### src/rtl/pipp_pkg.sv
// Shared types, widths and the edge set-up function for the point-in-polygon core.
// Depends on nothing; every other rtl file imports it.
package pipp_pkg;

  // Coordinate width and the widths that follow from it
  localparam int COORD_BITS = 16;
  localparam int DIFF_W     = COORD_BITS + 1;
  localparam int PROD_W     = 2 * DIFF_W;

  // Edge queue between the front and back parts
  localparam int QDEPTH = 4;
  localparam int QAW    = $clog2(QDEPTH);
  localparam int QCW    = $clog2(QDEPTH + 1);

  typedef logic signed [COORD_BITS-1:0] coord_t;
  typedef logic signed [DIFF_W-1:0]     diff_t;
  typedef logic signed [PROD_W-1:0]     prod_t;

  // One edge, ready for the cross-product test.
  // live: edge exists and straddles the ray's y; up: edge end b is above end a.
  typedef struct packed {
    logic  live;
    logic  up;
    diff_t dx_ba;
    diff_t dy_pa;
    diff_t dx_pa;
    diff_t dy_ba;
  } edge_t;

  // One queue word: the edge into this vertex and, on a last vertex, the closing edge
  typedef struct packed {
    edge_t main_e;
    edge_t close_e;
    logic  last;
  } qword_t;

  // Straddle test and coordinate differences for edge a->b against point p
  function automatic edge_t make_edge(input coord_t px, input coord_t py,
                                      input coord_t ax, input coord_t ay,
                                      input coord_t bx, input coord_t by,
                                      input logic en);
    edge_t e;
    e.live  = en && ((ay > py) != (by > py));
    e.up    = by > ay;
    e.dx_ba = DIFF_W'(bx) - DIFF_W'(ax);
    e.dy_pa = DIFF_W'(py) - DIFF_W'(ay);
    e.dx_pa = DIFF_W'(px) - DIFF_W'(ax);
    e.dy_ba = DIFF_W'(by) - DIFF_W'(ay);
    return e;
  endfunction

endpackage

### src/rtl/pipp_front.sv
// Front part: accepts vertex words, keeps first and previous vertex, builds edges.
// Depends on pipp_pkg.
module pipp_front (
  input  logic            clk,
  input  logic            rst,
  input  logic            in_valid,
  input  logic            q_full,
  input  pipp_pkg::coord_t point_x,
  input  pipp_pkg::coord_t point_y,
  input  pipp_pkg::coord_t vertex_x,
  input  pipp_pkg::coord_t vertex_y,
  input  logic            last_vertex,
  output logic            in_stall,
  output logic            push,
  output pipp_pkg::qword_t push_word
);
  import pipp_pkg::*;

  coord_t first_vx, first_vy, prev_vx, prev_vy;
  coord_t close_x, close_y;
  logic   started;

  // Accept whenever the queue has room
  assign in_stall = q_full;
  assign push     = in_valid && !q_full;

  // Closing edge runs to the first vertex, or to itself on a one-vertex polygon
  always_comb begin
    close_x = started ? first_vx : vertex_x;
    close_y = started ? first_vy : vertex_y;
    push_word.main_e  = make_edge(point_x, point_y, prev_vx, prev_vy,
                                  vertex_x, vertex_y, started);
    push_word.close_e = make_edge(point_x, point_y, vertex_x, vertex_y,
                                  close_x, close_y, last_vertex);
    push_word.last    = last_vertex;
  end

  // Polygon tracking
  always_ff @(posedge clk) begin
    if (rst) begin
      started <= 1'b0;
    end else if (push) begin
      started <= !last_vertex;
    end
  end

  // Vertex store
  always_ff @(posedge clk) begin
    if (push) begin
      prev_vx <= vertex_x;
      prev_vy <= vertex_y;
      if (!started) begin
        first_vx <= vertex_x;
        first_vy <= vertex_y;
      end
    end
  end

  a_last_ends_polygon: assert property (@(posedge clk) disable iff (rst)
    (push && last_vertex) |=> !started)
    else $error("polygon still open after last vertex");

endmodule

### src/rtl/pipp_queue.sv
// Short edge queue between the front and back parts.
// Depends on pipp_pkg.
module pipp_queue (
  input  logic             clk,
  input  logic             rst,
  input  logic             push,
  input  pipp_pkg::qword_t push_word,
  input  logic             pop,
  output logic             full,
  output logic             empty,
  output pipp_pkg::qword_t head
);
  import pipp_pkg::*;

  qword_t           slots [QDEPTH];
  logic [QAW-1:0]   wr_ptr, rd_ptr;
  logic [QCW-1:0]   count;

  assign full  = count == QCW'(QDEPTH);
  assign empty = count == '0;
  assign head  = slots[rd_ptr];

  // Pointers and fill count
  always_ff @(posedge clk) begin
    if (rst) begin
      wr_ptr <= '0;
      rd_ptr <= '0;
      count  <= '0;
    end else begin
      if (push) wr_ptr <= wr_ptr + 1'b1;
      if (pop)  rd_ptr <= rd_ptr + 1'b1;
      unique case ({push, pop})
        2'b10:   count <= count + 1'b1;
        2'b01:   count <= count - 1'b1;
        default: count <= count;
      endcase
    end
  end

  // Storage
  always_ff @(posedge clk) begin
    if (push) slots[wr_ptr] <= push_word;
  end

  a_no_overfill: assert property (@(posedge clk) disable iff (rst)
    full |-> !push)
    else $error("word pushed into full queue");

  a_no_underflow: assert property (@(posedge clk) disable iff (rst)
    empty |-> !pop)
    else $error("word popped from empty queue");

endmodule

### src/rtl/pipp_back.sv
// Back part: cross products, sign tests, crossing parity and the result register.
// Depends on pipp_pkg.
module pipp_back (
  input  logic             clk,
  input  logic             rst,
  input  logic             q_empty,
  input  pipp_pkg::qword_t head,
  output logic             pop,
  input  logic             out_stall,
  output logic             out_valid,
  output logic             inside_res
);
  import pipp_pkg::*;

  logic  adv;
  logic  s1_valid, s1_last;
  logic  m_live, m_up, c_live, c_up;
  prod_t m_pa, m_pb, c_pa, c_pb;
  logic  m_cross, c_cross;
  logic  parity;

  // Whole back part moves unless a result waits on a stalled output
  assign adv = !out_valid || !out_stall;
  assign pop = adv && !q_empty;

  // Product stage
  always_ff @(posedge clk) begin
    if (rst) begin
      s1_valid <= 1'b0;
    end else if (adv) begin
      s1_valid <= !q_empty;
    end
  end

  always_ff @(posedge clk) begin
    if (pop) begin
      s1_last <= head.last;
      m_live  <= head.main_e.live;
      m_up    <= head.main_e.up;
      m_pa    <= head.main_e.dx_ba * head.main_e.dy_pa;
      m_pb    <= head.main_e.dx_pa * head.main_e.dy_ba;
      c_live  <= head.close_e.live;
      c_up    <= head.close_e.up;
      c_pa    <= head.close_e.dx_ba * head.close_e.dy_pa;
      c_pb    <= head.close_e.dx_pa * head.close_e.dy_ba;
    end
  end

  // Crossing lies right of the point when the cross product has the edge's sign
  always_comb begin
    m_cross = m_live && (m_up ? (m_pa > m_pb) : (m_pa < m_pb));
    c_cross = c_live && (c_up ? (c_pa > c_pb) : (c_pa < c_pb));
  end

  // Parity and result register
  always_ff @(posedge clk) begin
    if (rst) begin
      parity    <= 1'b0;
      out_valid <= 1'b0;
    end else if (adv) begin
      out_valid <= s1_valid && s1_last;
      if (s1_valid) begin
        parity <= s1_last ? 1'b0 : (parity ^ m_cross);
      end
    end
  end

  always_ff @(posedge clk) begin
    if (adv && s1_valid && s1_last) inside_res <= parity ^ m_cross ^ c_cross;
  end

  a_parity_cleared: assert property (@(posedge clk) disable iff (rst)
    (adv && s1_valid && s1_last) |=> !parity)
    else $error("parity not cleared after polygon result");

  a_result_from_last: assert property (@(posedge clk) disable iff (rst)
    (adv && !(s1_valid && s1_last)) |=> !out_valid)
    else $error("result word without a last vertex");

endmodule

### src/rtl/point_in_polygon_parity_core.sv
// Crossing-number point-in-polygon core: one vertex word in, one result per polygon.
// A last vertex passes in turn a queue slot, the product stage and the result register.
// Throughput, when nothing stalls: one vertex per cycle; the back part's product stage
// takes one queue word (the edge into the vertex plus the closing edge) each cycle.
// Reset (rst, synchronous): empties the queue, clears parity and starts a new polygon.
// Depends on pipp_pkg, pipp_front, pipp_queue, pipp_back.
module point_in_polygon_parity_core (
  input  logic             clk,
  input  logic             rst,
  input  logic             in_valid,
  output logic             in_stall,
  input  pipp_pkg::coord_t point_x,
  input  pipp_pkg::coord_t point_y,
  input  pipp_pkg::coord_t vertex_x,
  input  pipp_pkg::coord_t vertex_y,
  input  logic             last_vertex,
  output logic             out_valid,
  input  logic             out_stall,
  output logic             inside_res
);
  import pipp_pkg::*;

  logic   push, pop, q_full, q_empty;
  qword_t push_word, head;

  // Front: vertex tracking and edge set-up
  pipp_front u_front (
    .clk         (clk),
    .rst         (rst),
    .in_valid    (in_valid),
    .q_full      (q_full),
    .point_x     (point_x),
    .point_y     (point_y),
    .vertex_x    (vertex_x),
    .vertex_y    (vertex_y),
    .last_vertex (last_vertex),
    .in_stall    (in_stall),
    .push        (push),
    .push_word   (push_word)
  );

  // Edge queue
  pipp_queue u_queue (
    .clk       (clk),
    .rst       (rst),
    .push      (push),
    .push_word (push_word),
    .pop       (pop),
    .full      (q_full),
    .empty     (q_empty),
    .head      (head)
  );

  // Back: crossing tests and result
  pipp_back u_back (
    .clk        (clk),
    .rst        (rst),
    .q_empty    (q_empty),
    .head       (head),
    .pop        (pop),
    .out_stall  (out_stall),
    .out_valid  (out_valid),
    .inside_res (inside_res)
  );

endmodule
### config.mk
export PLATFORM = sky130hd
export DESIGN_NAME = point_in_polygon_parity_core
export DESIGN_NICKNAME = d
export VERILOG_FILES = /design/src/rtl/pipp_pkg.sv /design/src/rtl/pipp_front.sv /design/src/rtl/pipp_queue.sv /design/src/rtl/pipp_back.sv /design/src/rtl/point_in_polygon_parity_core.sv
export SDC_FILE = /design/constraint.sdc
export NUM_CORES = 2
export LEC_CHECK = 0
export BUFFER_PORTS_ARGS = -buffer_cell sky130_fd_sc_hd__buf_2
export CORE_MARGIN = 2
export CORE_UTILIZATION = 25
export DETAILED_ROUTE_END_ITERATION = 8
export GPL_TIMING_DRIVEN = 0
export HOLD_SLACK_MARGIN = 0.02
export PLACE_DENSITY_LB_ADDON = 0.1
export SETUP_SLACK_MARGIN = 0.2
export SLEW_MARGIN = 20
export SYNTH_ARGS = -nofsm -noshare
export SYNTH_HDL_FRONTEND = slang
export SYNTH_HIERARCHICAL = 1
export SYNTH_SLANG_ARGS = --single-unit
### constraint.sdc
create_clock -name clk -period 8.7 [get_ports clk]
set_clock_uncertainty 0.05 [all_clocks]
set_input_delay 0.435 -clock clk [delete_from_list [all_inputs] [get_ports clk]]
set_output_delay 0.435 -clock clk [all_outputs]
set_load 0.005 [all_outputs]
# ---- Yosys cells after proc, flatten, opt, wreduce, memory -nomap -nowiden
# Memories as Yosys holds them, arrays and structs flattened. A register that Yosys moved wholly into a read port is not among the register bits.
# Index checks and enable logic that the tools add are counted.
dict set report word_totals {
  register_bits 217
  ramBits 564
  inputBits 69
  output_inout_bits 3
  elab_cells 82
  mem_count 1
}
dict set report classes {
  n_addsub 12
  mul 4
  n_lt_le_gt_ge 9
  eq_ne 5
  mux 10
  n_bitwise 2
  reduce_logical 18
}
# memory words width rd rd_clocked_by_memory_dff wr line
set mem_list {}
lappend mem_list {u_queue.slots 4 141 1 1 1 pipp_queue.sv:15} ;# qword_t slots [QDEPTH];
# cell n
set ops {}
lappend ops {{multiplier 17 x 17 -> 34 bit} 4}
lappend ops {{subtractor 16 x 16 -> 17 bit} 8}
lappend ops {{greater-than comparator 16 bit} 5}
lappend ops {{greater-than comparator 34 bit} 2}
lappend ops {{less-than comparator 34 bit} 2}
lappend ops {{2-to-1 mux 16 bit} 2}
lappend ops {{logical AND 1 bit} 9}
lappend ops {{case mux 3 bit (2 select lines)} 1}
lappend ops {{zero test 1 bit} 5}
lappend ops {{2-to-1 mux 1 bit} 5}
lappend ops {{adder 2 x 1 -> 2 bit, second input constant} 2}
lappend ops {{2-to-1 mux 2 bit} 2}
lappend ops {{adder 3 x 1 -> 3 bit, second input constant} 1}
lappend ops {{== test 3 bit, second input constant} 1}
lappend ops {{zero test 3 bit} 1}
lappend ops {{subtractor 3 x 1 -> 3 bit, second input constant} 1}
lappend ops {{== test 2 x 1 -> 1 bit, second input constant} 1}
lappend ops {{== test 2 bit, second input constant} 1}
lappend ops {{!= test 1 bit} 2}
lappend ops {{AND reduction 2 bit} 1}
lappend ops {{nonzero test 2 bit} 1}
lappend ops {{XOR 1 bit} 2}
lappend ops {{logical OR 1 bit} 1}

# ---- Depth between registers and ports, before layout
dict set report depth {
  ltp_word 5
  ltp_mapped 29
  depth_no_buf 25
}

# ---- Cells and area by module
# The synthesis kept the hierarchy.
# mod n_inst cells_per_inst area_per_inst_um2 seq_area_each_um2
set modules_own_cells {}
lappend modules_own_cells {pipp_back 1 5177 49651.4 4324.1}
lappend modules_own_cells {pipp_queue 1 784 20762.4 17116.4}
lappend modules_own_cells {pipp_front 1 1124 9059.9 1941.9}

# ---- Worst setup path after synthesis
# Ideal clock, no wire load.
dict set report synth_path {
  kind {input port to flip-flop}
  startpoint {input port out_stall}
  endpoint {register u_queue.count[2]}
  setup_ns 0.070
  arrival_ns 9.385
  t_required_ns 8.580
  path_slack_ns -0.805
  cell_stages 7
  path_buffers 0
  path_cell_list {a21oi_1 > ha_1 > inv_1 > fa_1 > xor2_1 > or3_1 > a21oi_1}
}
dict set report synth_via {
  elab_chain_len 5
  word_cells_on_any_way 7
  cone_classes {eq/ne (2); mux (1); reduce/logical (4)}
}
# item line
set synth_lines {}
lappend synth_lines {{from (decl)} point_in_polygon_parity_core.sv:18} ;# input logic out_stall,
lappend synth_lines {{zero test 1 bit *} pipp_back.sv:23} ;# assign adv = !out_valid || !out_stall;
lappend synth_lines {{logical OR 1 bit *} pipp_back.sv:23}
lappend synth_lines {{logical AND 1 bit *} pipp_back.sv:24} ;# assign pop = adv && !q_empty;
lappend synth_lines {{== test 2 x 1 -> 1 bit / == test 2 bit (equally long branches)} pipp_queue.sv:32} ;# unique case ({push, pop})
lappend synth_lines {{case mux 3 bit (2 select lines) / nonzero test 2 bit (equally long branches)} n/a}
lappend synth_lines {{to (signal assigned)} pipp_queue.sv:33} ;# 2'b10: count <= count + 1'b1;
lappend synth_lines {{to (signal assigned)} pipp_queue.sv:34} ;# 2'b01: count <= count - 1'b1;
lappend synth_lines {{to (signal assigned)} pipp_queue.sv:35} ;# default: count <= count;
lappend synth_lines {{to (decl)} pipp_queue.sv:17} ;# logic [QCW-1:0] count;
# Every way passes the cells marked *; elsewhere a longest branch is shown, timed or not.
# A chain may end at the register's enable or synchronous reset.

==> results.md <==
- CP Max Fanout: 10
- Core Region: 317,000 um^2
- Finished Layout Cells: 11.6k
- Avg Cell Area, Syn: 11.2 um^2
- Initial antenna violation count: 46
- Fill count: 33.0k
- Sequential area share after synthesis: 29.4%
- CTS sink cnt: 783
- Gr ovfl total: 0
- Crit share post-route: 94.3%
- Hold Crit Class: input pin to flip-flop
- Tmin final: 8210 ps
- Slowest stage delay, CP: 670 ps
- CTS tree: yes
- Largest net degree at the start of global routing: 41
- Drt total wl: 249 mm
- FP Rows: 207
- Antenna-violating nets left: 0
- I/O Buffers: 71
- Setup TNS: 0 ps
- Skew-Pair Late Insertion Delay: 690 ps
- I/O pin count: 72
- Die footprint: 322,000 um^2
- Initial Utilization: 25.0%
- Tot GR Track Use: 15.6%
- Via Count: 50.6k
- Worst Tran Pin Value: 1020 ps
- Ys flop type: edfxtp_1
- DR DRC count: 0
- CP startpoint kind: flip-flop
- CP Data Arrival Time: 8500 ps
- Synthesis-stage register bit count: 783
- Die W: 568 um
- Area Overhead vs Synth: 13.0%
- Top cell family by delay on the critical path: adder cells
- Vias in the first global route: 55.2k
- Final slew viol count: 0
- Worst setup path class: flip-flop to flip-flop
- Status: completed
- First-pass GRT wire length: 373 mm
- Drt initial violations: 2,407
- Slew headroom: 32.3%
- Crit. End Element: flip-flop
- CP cell instances: clkbuf_4 -> buf_12 -> buf_12 -> mux4_2 -> clkbuf_4 -> nand2_1 -> inv_1 -> fa_2 -> fa_2 -> fa_1 -> fa_1 -> fa_1 -> inv_1 -> fa_1 -> inv_1 -> ha_1 -> and2_1 -> a311oi_2 -> o21ai_2 -> a211o_1 -> or3_1 -> a41oi_2 -> nor3_1 -> nand3b_1
- Via density: 4.35
- DP Wirelength: 206 mm
- EDFF count, synth: 770
- Synth Net Count: 8,908
- Final Setup Violations: 0
- Placer congestion estimate: 0.825
- CTS Buf Count: 91
- Die height: 568 um
- DR WL/cell: 21.5 um
- Bufs and invs on worst path: 7
- RSZ-0062 raised after global routing: yes
- Synthesized cell area: 79,500 um^2
- Total number of yosys warnings: 6
- Nets: 9,160
- Post-synthesis cell count: 7,085
- Crit-path most repeated cell: fa_1
- H-tree depth: 3
- Fin. Hold Viols: 0
- FF-to-FF setup slack: 490 ps
- Clock transition at path regs: 60 ps
- Async set or reset register ratio after synthesis: 0%
- CP max stage cell: fa_2
- Max_cap viols: 0
- Worst-case clock buffer depth: 3
- Placed cell count: 11.4k
- Layout cells sized above 1: 8.46%
- F_max: 122 MHz
- Worst endpoint required time: 8990 ps
- 1st-pass router iterations: 5
- Distinct cell type count after synthesis: 89
- Clk root buf: clkbuf_16
synth_stat cells, types with 141 or more instances:
cell type  count  area share (%)
inv_1       1489             7.0
ha_1         561             8.8
edfxtp_1     770              29
xnor2_1      176             1.9
fa_1        1193              30
and2_1       589             4.6
nand2_1      652             3.1
nor2_1       211             1.0
o21ai_0      151            0.95
clkbuf_1     165            0.78
mux4_2       141             4.0
a21oi_1      198             1.2
metrics by stage:
step	hold slack [ps]	instance area [um^2]	setup WS (ps)	util [%]
2_1_floorplan	391	79500	877	-
3_3_place_gp	440	85100	-5650	26.8
5_1_grt	40.1	89800	161	28.3
6_report	63.5	89800	492	28.3
3_5_place_dp	433	85800	-992	27.0
4_1_cts	27.6	89400	192	28.2
cell usage in the layout (no fill, tap or decap), types with 55 or more instances in the layout:
cell type,instances
inv_1,1488
fa_1,1185
edfxtp_1,770
nand2_1,652
and2_1,585
ha_1,561
nor2_1,211
a21oi_1,194
xnor2_1,174
o21ai_0,150
mux4_2,141
clkbuf_16,92
clkbuf_2,89
buf_2,83
a21o_1,75
clkbuf_1,68
nand2b_1,55
layout make-up:
| type | count | area [um^2] | share of cell area (%) |
|---|---|---|---|
| Timing Repair Buffer | 170 | 1660 | 1.85 |
| Buffer | 189 | 1040 | 1.16 |
| Antenna cell | 24 | 60.1 | 0.0669 |
| Multi-Input combinational cell | 4613 | 49900 | 55.5 |
| Sequential cell | 783 | 23400 | 26.0 |
| Clock buffer | 112 | 2390 | 2.66 |
| Tap cell | 4180 | 5230 | 5.82 |
| Inverter | 1489 | 5590 | 6.23 |
| Clock inverter | 56 | 598 | 0.666 |
state kept, by name (all words and copies together) (netlist names), 2 cells and up, named ones only:
name              cells
u_back/m_pa          34
u_back/c_pb          34
u_front/prev_vx      16
u_front/first_vy     16
u_front/prev_vy      16
u_back/m_pb          34
u_queue/slots       564
u_queue/count         3
u_front/first_vx     16
u_back/c_pa          34
u_queue/wr_ptr        2
u_queue/rd_ptr        2
timing repair:
action,4_1_cts,5_1_grt
pin swaps,4,5
hold buffers,31,0
hold endpoints to repair,31,0
endpoints found under the setup margin,47,21
gates resized for setup,115,107
buffers inserted,9,30
cells by family after synthesis:
group | share of synthesized area [%]
DFF | 29.4
buffers and inverters | 8.11
muxes | 4.18
xor gates and xnor gates | 2.50
adders and majority gates | 38.9
and+or+nand+nor | 11.2
AOI/OAI and AO/OA | 5.66
worst paths after layout:
kind,from,end,cells past startpoint
min reg2reg,u_back/s1_last,u_back/parity,1
max,flip-flop,u_back/m_pa[32],24
max reg2reg,flip-flop,u_back/m_pa[32],24
min,last_vertex,u_front/started,2
worst register-to-register path, cell delays in order, from the launching register on:
cell and delay [ps]:
dfxtp_1 300, clkbuf_4 200, buf_12 210, buf_12 220
mux4_2 580, clkbuf_4 250, nand2_1 150, inv_1 100
fa_2 670, fa_2 520, fa_1 510, fa_1 530
fa_1 540, inv_1 60, fa_1 500, inv_1 50
ha_1 330, and2_1 240, a311oi_2 320, o21ai_2 170
a211o_1 330, or3_1 330, a41oi_2 250, nor3_1 90
nand3b_1 340
metal layers:
| layer | vias to the layer above | track usage [%] | share of wire, % |
|---|---|---|---|
| met5 | - | 0 | 0.0028 |
| met4 | 2 | 3.80 | 2.6 |
| met3 | 245 | 1.18 | 2.1 |
| met2 | 690 | 28.6 | 52 |
| met1 | 26300 | 19.9 | 43 |
| li1 | 23300 | - | - |
Power is not shown: default switching activity piles up to over one toggle a cycle in this logic, so the estimate is an artifact.
